**src/rtl/core/srrw_pkg.sv**
```systemverilog
// shared types and constants for the selective repeat receiver window
// no dependencies; imported by selective_repeat_receiver_window
package srrw_pkg;

    // default geometry of the receive window and the sequence space
    localparam int WINDOW_DEFAULT    = 8;
    localparam int SEQ_SPACE_DEFAULT = 16;

    // fixed field widths
    localparam int SEQ_FIELD_W = 4;
    localparam int LEN_W       = 16;
    localparam int HANDLE_W    = 32;

    // stream data widths, padded to whole bytes
    localparam int IN_DATA_W  = 56;
    localparam int OUT_DATA_W = 56;
    localparam int OUT_USER_W = 2;

    // full chunk length after reset
    localparam logic [LEN_W-1:0] FULL_CHUNK_RESET = 16'd1004;

    // result kinds
    localparam logic KIND_ACK     = 1'b0;
    localparam logic KIND_DELIVER = 1'b1;

    // one reorder slot entry
    typedef struct packed {
        logic [HANDLE_W-1:0] handle;
        logic [LEN_W-1:0]    length;
    } slot_entry_t;

endpackage

```
**src/rtl/core/selective_repeat_receiver_window.sv**
```systemverilog
// selective repeat receiver window: acknowledges segments, buffers them, delivers in order
// depends on srrw_pkg for field widths, defaults and the slot entry type
//
// Each accepted segment gives an acknowledgement beat first, then zero or more in-order
// delivery beats; m_tlast marks the last beat of a segment. Reorder slots live in a
// WINDOW-entry synchronous memory with a registered read port; received marks are
// flip-flops cleared by reset, so there is no clearing pass and the block is ready right
// after reset. A segment is accepted, then decided and its acknowledgement emitted, then
// each delivered segment, up to WINDOW of them, takes a memory read and then the output
// beat; every step that loads the output register waits while the output side stalls.
// The next segment is taken while the last beat still waits in the output register.
// full_chunk_length is written through cfg_we/cfg_wdata and must only change while idle.
module selective_repeat_receiver_window
    import srrw_pkg::*;
#(
    parameter int WINDOW    = WINDOW_DEFAULT,
    parameter int SEQ_SPACE = SEQ_SPACE_DEFAULT
) (
    input  logic                  clk,
    input  logic                  rst_n,
    // configuration: full_chunk_length
    input  logic                  cfg_we,
    input  logic [LEN_W-1:0]      cfg_wdata,
    // input segments
    input  logic                  s_tvalid,
    output logic                  s_tready,
    // [3:0] sequence_req, [19:4] chunk_length, [51:20] payload_handle, [55:52] zero
    input  logic [IN_DATA_W-1:0]  s_tdata,
    // results
    output logic                  m_tvalid,
    input  logic                  m_tready,
    // [3:0] result_sequence, [19:4] result_length, [51:20] result_handle, [55:52] zero
    output logic [OUT_DATA_W-1:0] m_tdata,
    // [0] result_kind, [1] final_chunk
    output logic [OUT_USER_W-1:0] m_tuser,
    // last_result
    output logic                  m_tlast
);

    localparam int SEQ_W  = (SEQ_SPACE > 1) ? $clog2(SEQ_SPACE) : 1;
    localparam int SLOT_W = (WINDOW > 1) ? $clog2(WINDOW) : 1;
    localparam int OFF_W  = SEQ_W + 1;
    localparam int CMP_W  = OFF_W + 8;
    localparam int WIDE_W = SEQ_W + SEQ_FIELD_W;
    localparam int CNT_W  = $clog2(WINDOW + 1) + 1;

    localparam logic [1:0] ST_IDLE  = 2'd0;
    localparam logic [1:0] ST_EVAL  = 2'd1;
    localparam logic [1:0] ST_READ  = 2'd2;
    localparam logic [1:0] ST_DELIV = 2'd3;

    logic [1:0]             state_reg, state_next;
    logic [LEN_W-1:0]       full_len_reg;
    logic [SEQ_W-1:0]       head_reg;
    logic [SLOT_W-1:0]      slot_head_reg;
    logic [SEQ_SPACE-1:0]   marks_reg;
    logic [CNT_W-1:0]       count_reg;

    // latched input segment
    logic [SEQ_FIELD_W-1:0] seq_reg;
    logic [LEN_W-1:0]       len_reg;
    logic [HANDLE_W-1:0]    handle_reg;

    // slot memory and its read register
    slot_entry_t            slot_mem [0:WINDOW-1];
    slot_entry_t            rd_data_reg;

    // output register
    logic                   out_valid_reg;
    logic [SEQ_FIELD_W-1:0] out_seq_reg;
    logic [LEN_W-1:0]       out_len_reg;
    logic [HANDLE_W-1:0]    out_handle_reg;
    logic                   out_kind_reg;
    logic                   out_final_reg;
    logic                   out_last_reg;

    logic                   in_beat;
    logic                   out_free;

    // evaluation of the latched segment
    logic [WIDE_W-1:0]      seq_wide;
    logic                   seq_in_space;
    logic [SEQ_W-1:0]       seq_idx;
    logic [OFF_W-1:0]       off_sum;
    logic [OFF_W-1:0]       offset;
    logic                   in_window;
    logic                   do_store;
    logic                   at_head;
    logic [SLOT_W:0]        slot_sum;
    logic [SLOT_W-1:0]      wr_slot;

    // delivery step
    logic [SEQ_W-1:0]       head_inc;
    logic [SLOT_W-1:0]      slot_head_inc;
    logic                   dlv_final;
    logic                   dlv_last;
    logic [WIDE_W-1:0]      head_wide;

    logic                   ack_load;
    logic                   dlv_load;
    logic                   mem_re;

    assign in_beat  = s_tvalid && s_tready;
    assign s_tready = (state_reg == ST_IDLE);
    assign out_free = !out_valid_reg || m_tready;

    // sequence range check and window offset
    always_comb
    begin
        seq_wide     = {{SEQ_W{1'b0}}, seq_reg};
        seq_in_space = seq_wide < WIDE_W'(SEQ_SPACE);
        seq_idx      = seq_wide[SEQ_W-1:0];
        off_sum      = {1'b0, seq_idx} + OFF_W'(SEQ_SPACE) - {1'b0, head_reg};
        if (off_sum >= OFF_W'(SEQ_SPACE))
        begin
            offset = off_sum - OFF_W'(SEQ_SPACE);
        end
        else
        begin
            offset = off_sum;
        end
        in_window = CMP_W'(offset) < CMP_W'(WINDOW);
        do_store  = seq_in_space && in_window && !marks_reg[seq_idx];
        at_head   = (offset == '0);
        slot_sum  = {1'b0, slot_head_reg} + (SLOT_W + 1)'(offset);
        if (slot_sum >= (SLOT_W + 1)'(WINDOW))
        begin
            wr_slot = SLOT_W'(slot_sum - (SLOT_W + 1)'(WINDOW));
        end
        else
        begin
            wr_slot = slot_sum[SLOT_W-1:0];
        end
    end

    // head advance and end-of-run detection for a delivery
    always_comb
    begin
        if (head_reg == SEQ_W'(SEQ_SPACE - 1))
        begin
            head_inc = '0;
        end
        else
        begin
            head_inc = head_reg + 1'b1;
        end
        if (slot_head_reg == SLOT_W'(WINDOW - 1))
        begin
            slot_head_inc = '0;
        end
        else
        begin
            slot_head_inc = slot_head_reg + 1'b1;
        end
        dlv_final = rd_data_reg.length < full_len_reg;
        dlv_last  = dlv_final || (count_reg + 1'b1 == CNT_W'(WINDOW)) || !marks_reg[head_inc];
        head_wide = {{SEQ_FIELD_W{1'b0}}, head_reg};
    end

    // sequencer
    always_comb
    begin
        state_next = state_reg;
        ack_load   = 1'b0;
        dlv_load   = 1'b0;
        mem_re     = 1'b0;
        unique case (state_reg)
            ST_IDLE:
            begin
                if (in_beat)
                begin
                    state_next = ST_EVAL;
                end
            end
            ST_EVAL:
            begin
                if (out_free)
                begin
                    ack_load = 1'b1;
                    if (do_store && at_head)
                    begin
                        state_next = ST_READ;
                    end
                    else
                    begin
                        state_next = ST_IDLE;
                    end
                end
            end
            ST_READ:
            begin
                mem_re     = 1'b1;
                state_next = ST_DELIV;
            end
            ST_DELIV:
            begin
                if (out_free)
                begin
                    dlv_load = 1'b1;
                    if (dlv_last)
                    begin
                        state_next = ST_IDLE;
                    end
                    else
                    begin
                        state_next = ST_READ;
                    end
                end
            end
            default:
            begin
                state_next = ST_IDLE;
            end
        endcase
    end

    // control state
    always_ff @(posedge clk or negedge rst_n)
    begin
        if (!rst_n)
        begin
            state_reg     <= ST_IDLE;
            full_len_reg  <= FULL_CHUNK_RESET;
            head_reg      <= '0;
            slot_head_reg <= '0;
            marks_reg     <= '0;
            count_reg     <= '0;
            out_valid_reg <= 1'b0;
        end
        else
        begin
            state_reg <= state_next;
            if (cfg_we)
            begin
                full_len_reg <= cfg_wdata;
            end
            // mark set on store, clear on delivery
            if (ack_load && do_store)
            begin
                marks_reg[seq_idx] <= 1'b1;
                count_reg          <= '0;
            end
            if (dlv_load)
            begin
                marks_reg[head_reg] <= 1'b0;
                head_reg            <= head_inc;
                slot_head_reg       <= slot_head_inc;
                count_reg           <= count_reg + 1'b1;
            end
            if (ack_load || dlv_load)
            begin
                out_valid_reg <= 1'b1;
            end
            else if (m_tready)
            begin
                out_valid_reg <= 1'b0;
            end
        end
    end

    // input segment capture
    always_ff @(posedge clk)
    begin
        if (in_beat)
        begin
            seq_reg    <= s_tdata[SEQ_FIELD_W-1:0];
            len_reg    <= s_tdata[SEQ_FIELD_W +: LEN_W];
            handle_reg <= s_tdata[SEQ_FIELD_W + LEN_W +: HANDLE_W];
        end
    end

    // reorder slot memory, one write and one registered read port
    always_ff @(posedge clk)
    begin
        if (ack_load && do_store)
        begin
            slot_mem[wr_slot] <= '{handle: handle_reg, length: len_reg};
        end
        if (mem_re)
        begin
            rd_data_reg <= slot_mem[slot_head_reg];
        end
    end

    // output beat payload
    always_ff @(posedge clk)
    begin
        if (ack_load)
        begin
            out_kind_reg   <= KIND_ACK;
            out_seq_reg    <= seq_reg;
            out_len_reg    <= '0;
            out_handle_reg <= '0;
            out_final_reg  <= 1'b0;
            out_last_reg   <= !(do_store && at_head);
        end
        else if (dlv_load)
        begin
            out_kind_reg   <= KIND_DELIVER;
            out_seq_reg    <= head_wide[SEQ_FIELD_W-1:0];
            out_len_reg    <= rd_data_reg.length;
            out_handle_reg <= rd_data_reg.handle;
            out_final_reg  <= dlv_final;
            out_last_reg   <= dlv_last;
        end
    end

    assign m_tvalid = out_valid_reg;
    assign m_tdata  = {{(OUT_DATA_W - SEQ_FIELD_W - LEN_W - HANDLE_W){1'b0}},
                       out_handle_reg, out_len_reg, out_seq_reg};
    assign m_tuser  = {out_final_reg, out_kind_reg};
    assign m_tlast  = out_last_reg;

endmodule
```
**config.mk**
```make
export PLATFORM = sky130hd
export DESIGN_NAME = selective_repeat_receiver_window
export DESIGN_NICKNAME = d
export VERILOG_FILES = /design/src/rtl/core/srrw_pkg.sv /design/src/rtl/core/selective_repeat_receiver_window.sv
export SDC_FILE = /design/constraint.sdc
export NUM_CORES = 1
export LEC_CHECK = 0
export BUFFER_PORTS_ARGS = -buffer_cell sky130_fd_sc_hd__buf_2
export CORE_ASPECT_RATIO = 1.75
export CORE_MARGIN = 2
export CORE_UTILIZATION = 60
export DETAILED_ROUTE_END_ITERATION = 7
export PLACE_DENSITY = 0.75
export SLEW_MARGIN = 20
export SYNTH_ARGS = -nofsm -noshare
export SYNTH_HDL_FRONTEND = slang
export SYNTH_SLANG_ARGS = --single-unit
```
**constraint.sdc**
```tcl
create_clock -name clk -period 10.3 [get_ports clk]
set_input_delay 1.03 -clock clk [delete_from_list [all_inputs] [get_ports clk]]
set_output_delay 1.03 -clock clk [all_outputs]
set_load 0.02 [all_outputs]
```
==> results.sh <==
export IMPL_fp_coreArea_um2=36800
export IMPL_cts_tree="done"
export IMPL_slew_headroom_pct=33.6
export IMPL_grt_use_met1_pct=29.0
export IMPL_hold_buffers=0
export IMPL_fill_cells=2380
export IMPL_dieArea_um2=38800
export IMPL_first_iter_violations=738
export IMPL_grt_pass1_vias=11390
export IMPL_finalWeightedCongestion=0.886
export IMPL_required_ns=10.48
export IMPL_arrival_ns=4.95
export IMPL_antenna_found_initial=0
export IMPL_multiInputGateArea_um2=5150
export IMPL_post_route_period_util_pct=46.3
export IMPL_mostFrequentLayoutCell="edfxtp_1"
export IMPL_critPathLaunchType="flop"
export IMPL_fin_skew_ns=0.0157
export IMPL_antenna_cells=0
export IMPL_synth_simple_area_share_pct=3.95
export IMPL_path_max_fanout=41
export IMPL_cts_path_max_buffers=3
export IMPL_vias=11067
export IMPL_layout_drive_gt1_share_pct=29.1
export IMPL_cts_buffers=49
export IMPL_drcViolationCount=0
export IMPL_rows=93
export IMPL_antenna_left=0
export IMPL_grt_busiest_layer="met2"
export IMPL_grt_setup_unrepaired="no"
export IMPL_synth_compound_area_share_pct=3.66
export IMPL_largest_reg_flops=384
export IMPL_ctsResizeCount=0
export IMPL_synthArstFlopShare_pct=8.02
export IMPL_ys_warn_count=0
export IMPL_ff_latch_area_um2=16900
export IMPL_use_met3_pct=3.01
export IMPL_syn_inst=1213
export IMPL_synth_ff_type="edfxtp_1"
export IMPL_ir_worst_vdd_mv=0.195
export IMPL_p_switching_w=0.00206
export IMPL_io_buffers=129
export IMPL_syn_area_um2=22300
export IMPL_yosysSeqAreaShare_pct=75.6
export IMPL_synthAdderAreaFrac_pct=1.69
export IMPL_crit_path_end_kind="flop"
export IMPL_hold_worst_slack_ns=0.440
export IMPL_setup_viol=0
export IMPL_dp_hpwl_mm=23.3
export IMPL_clkLatencyLatePin_ns=0.56
export IMPL_cp_cell_sequence="inv_1 > ha_1 > fa_1 > inv_1 > fa_1 > xnor2_1 > xor2_1 > nand2_1 > nor3_2 > buf_4"
export IMPL_synth_area_per_cell_um2=18.4
export IMPL_fmax_mhz=210
export IMPL_firstDrtPassIters=6
export IMPL_start_util_pct=60.7
export IMPL_nets=1455
export IMPL_hp_class="reg2reg"
export IMPL_io_pins=138
export IMPL_post_drt_wl_per_cell_um=22.6
export IMPL_clk_pin_slew_ns=0.07
export IMPL_pwr_share_comb_pct=25.0
export IMPL_htreeDepth=2
export IMPL_placed_area_um2=23500
export IMPL_status="finished, final reports clean"
export IMPL_powerDensity_nw_per_um2=278
export IMPL_grt_use_total_pct=22.2
export IMPL_gr_total_overflow=0
export IMPL_cp_slowest_cell="buf_4"
export IMPL_placed_cells=1773
export IMPL_worst_pin_slew_ns=0.996
export IMPL_final_area_um2=25100
export IMPL_cts_setup_buffers=0
export IMPL_grt_max_degree=104
export IMPL_area_delta_synth_final_pct=12.4
export IMPL_yosys_register_bits=586
export IMPL_pwr_share_seq_pct=48.8
export IMPL_ys_types=54
export IMPL_max_stage_delay_ns=0.73
export IMPL_swShare_pct=29.5
export IMPL_clkSinkCount=586
export IMPL_grt_pass1_wl_mm=64.7
export IMPL_min_period_ns=4.77
export IMPL_die_w_um=150
export IMPL_met2_usage_pct=38.4
export IMPL_routed_via_density=5.94
export IMPL_crit_type="reg2reg"
export IMPL_synth_top_family_by_area="multiplexers"
export IMPL_hold_viol_final=0
export IMPL_synth_edf_count=489
export IMPL_p_int_w=0.00493
export IMPL_muxShareOfSynthArea_pct=13.1
export IMPL_drv_slew=0
export IMPL_routed_wl_mm=42.2
export IMPL_clkPwrFrac_pct=26.1
export IMPL_power_leakage_nw=8.55
export IMPL_final_cell_count_no_fill=1862
export IMPL_mostFrequentLayoutCells="edfxtp_1 (489), nand2_1 (136), buf_2 (129), mux4_2 (101), o21ai_0 (76)"
export IMPL_finalSetupTns_ns=0
export IMPL_cts_root_buf="clkbuf_16"
export IMPL_die_h_um=259
export IMPL_synth_xor_area_share_pct=0.314
export IMPL_drv_cap=0
==> synthesized netlist by cell type (2+ instances only) <==
cell / number / share of area, %
buf_2: 8 / 0.18
and3b_1: 2 / 0.078
mux2_2: 53 / 2.7
mux4_2: 101 / 10
mux2i_1: 5 / 0.22
a31oi_1: 8 / 0.22
edfxtp_1: 489 / 66
xor2_1: 3 / 0.12
nand2_1: 137 / 2.3
nand4_1: 2 / 0.056
nor4_1: 6 / 0.17
nand3_1: 4 / 0.090
dfstp_2: 7 / 0.82
nor3_1: 12 / 0.27
and3_1: 2 / 0.056
nor2_1: 14 / 0.24
a21oi_1: 33 / 0.74
ha_1: 27 / 1.5
o21a_1: 2 / 0.067
nand3b_1: 2 / 0.067
xnor2_1: 5 / 0.20
o22ai_1: 2 / 0.056
dfrtp_1: 40 / 4.5
inv_1: 24 / 0.40
nor2b_1: 3 / 0.084
nand2b_1: 4 / 0.11
a41oi_1: 2 / 0.078
clkbuf_1: 42 / 0.71
buf_4: 6 / 0.20
fa_1: 2 / 0.18
o21ai_0: 76 / 1.7
nor4b_1: 4 / 0.16
dfxtp_1: 50 / 4.5
a21o_1: 3 / 0.10
a22o_1: 5 / 0.20
buf_6: 2 / 0.10
buf_1: 7 / 0.12
nor3b_1: 3 / 0.10
==> stage by stage <==
| step | setup WS (ns) | power (W) | utilization, % |
|---|---|---|---|
| final | 5.53 | 0.00699 | 68.3 |
| after global placement | 5.52 | 0.00516 | 63.9 |
| after global routing | 5.29 | 0.00731 | 68.3 |
| after detailed placement | 5.50 | 0.00523 | 63.9 |
| after CTS | 5.47 | 0.00706 | 68.3 |
| after floorplan | 2.79 | 0.00469 | - |
==> worst paths after layout <==
path                                         end         start  cells past startpoint  slack, ns
max in group asynchronous       slot_head_reg[2]         rst_n                      2       9.23
worst min register to register      out_kind_reg  out_kind_reg                      2       0.44
min in group asynchronous       full_len_reg[12]         rst_n                      2       0.56
worst min-delay path                out_kind_reg  out_kind_reg                      2       0.44
worst max register to register   slot_mem[5][18]    seq_idx[0]                     10       5.53
worst max-delay path             slot_mem[5][18]    seq_idx[0]                     10       5.53
==> worst max-delay path, delay by kind of cell, from the launching register on <==
family	cells	cell delay (ns)
fa+ha+maj	3	1.18
buf+inv	3	1.08
simple gates	2	0.78
flops	1	0.72
xor+xnor	2	0.60
==> metal layers <==
layer | routed length (um) | vias to the layer above
met5 | 0 | -
met4 | 1370 | 0
met3 | 2340 | 88
met2 | 22000 | 379
met1 | 16500 | 5611
li1 | - | 4989
==> power groups by stage <==
| stage | sequential (W) | clock (W) | combinational, W |
|---|---|---|---|
| floorplan | 0.00339 | 0 | 0.00130 |
| global placement | 0.00343 | 0 | 0.00173 |
| detailed placement | 0.00346 | 0 | 0.00176 |
| CTS | 0.00342 | 0.00187 | 0.00178 |
| global route | 0.00346 | 0.00195 | 0.00190 |
| finish | 0.00341 | 0.00183 | 0.00175 |
==> area by class of cell <==
cell class | instances | area share (%)
flip-flops and latches | 586 | 67.3
inverters | 24 | 0.359
clock buffers | 71 | 5.65
repair buffers | 148 | 3.14
well taps | 475 | 2.37
clock inverters | 18 | 0.703
multi-input cells | 540 | 20.5
==> cell families (layout without fill, tap and decap cells) <==
| kind of cell | after synthesis | count (layout) |
|---|---|---|
| other | 1 | 4 |
| DFF | 586 | 586 |
| buffers and inverters | 90 | 261 |
| and+or+nand+nor | 200 | 200 |
| xor gates and xnor gates | 8 | 8 |
| muxes | 159 | 159 |
| AOI/OAI and AO/OA | 140 | 140 |
| adders and majority gates | 29 | 29 |
Note: power is estimated with default switching activity, not from simulation.
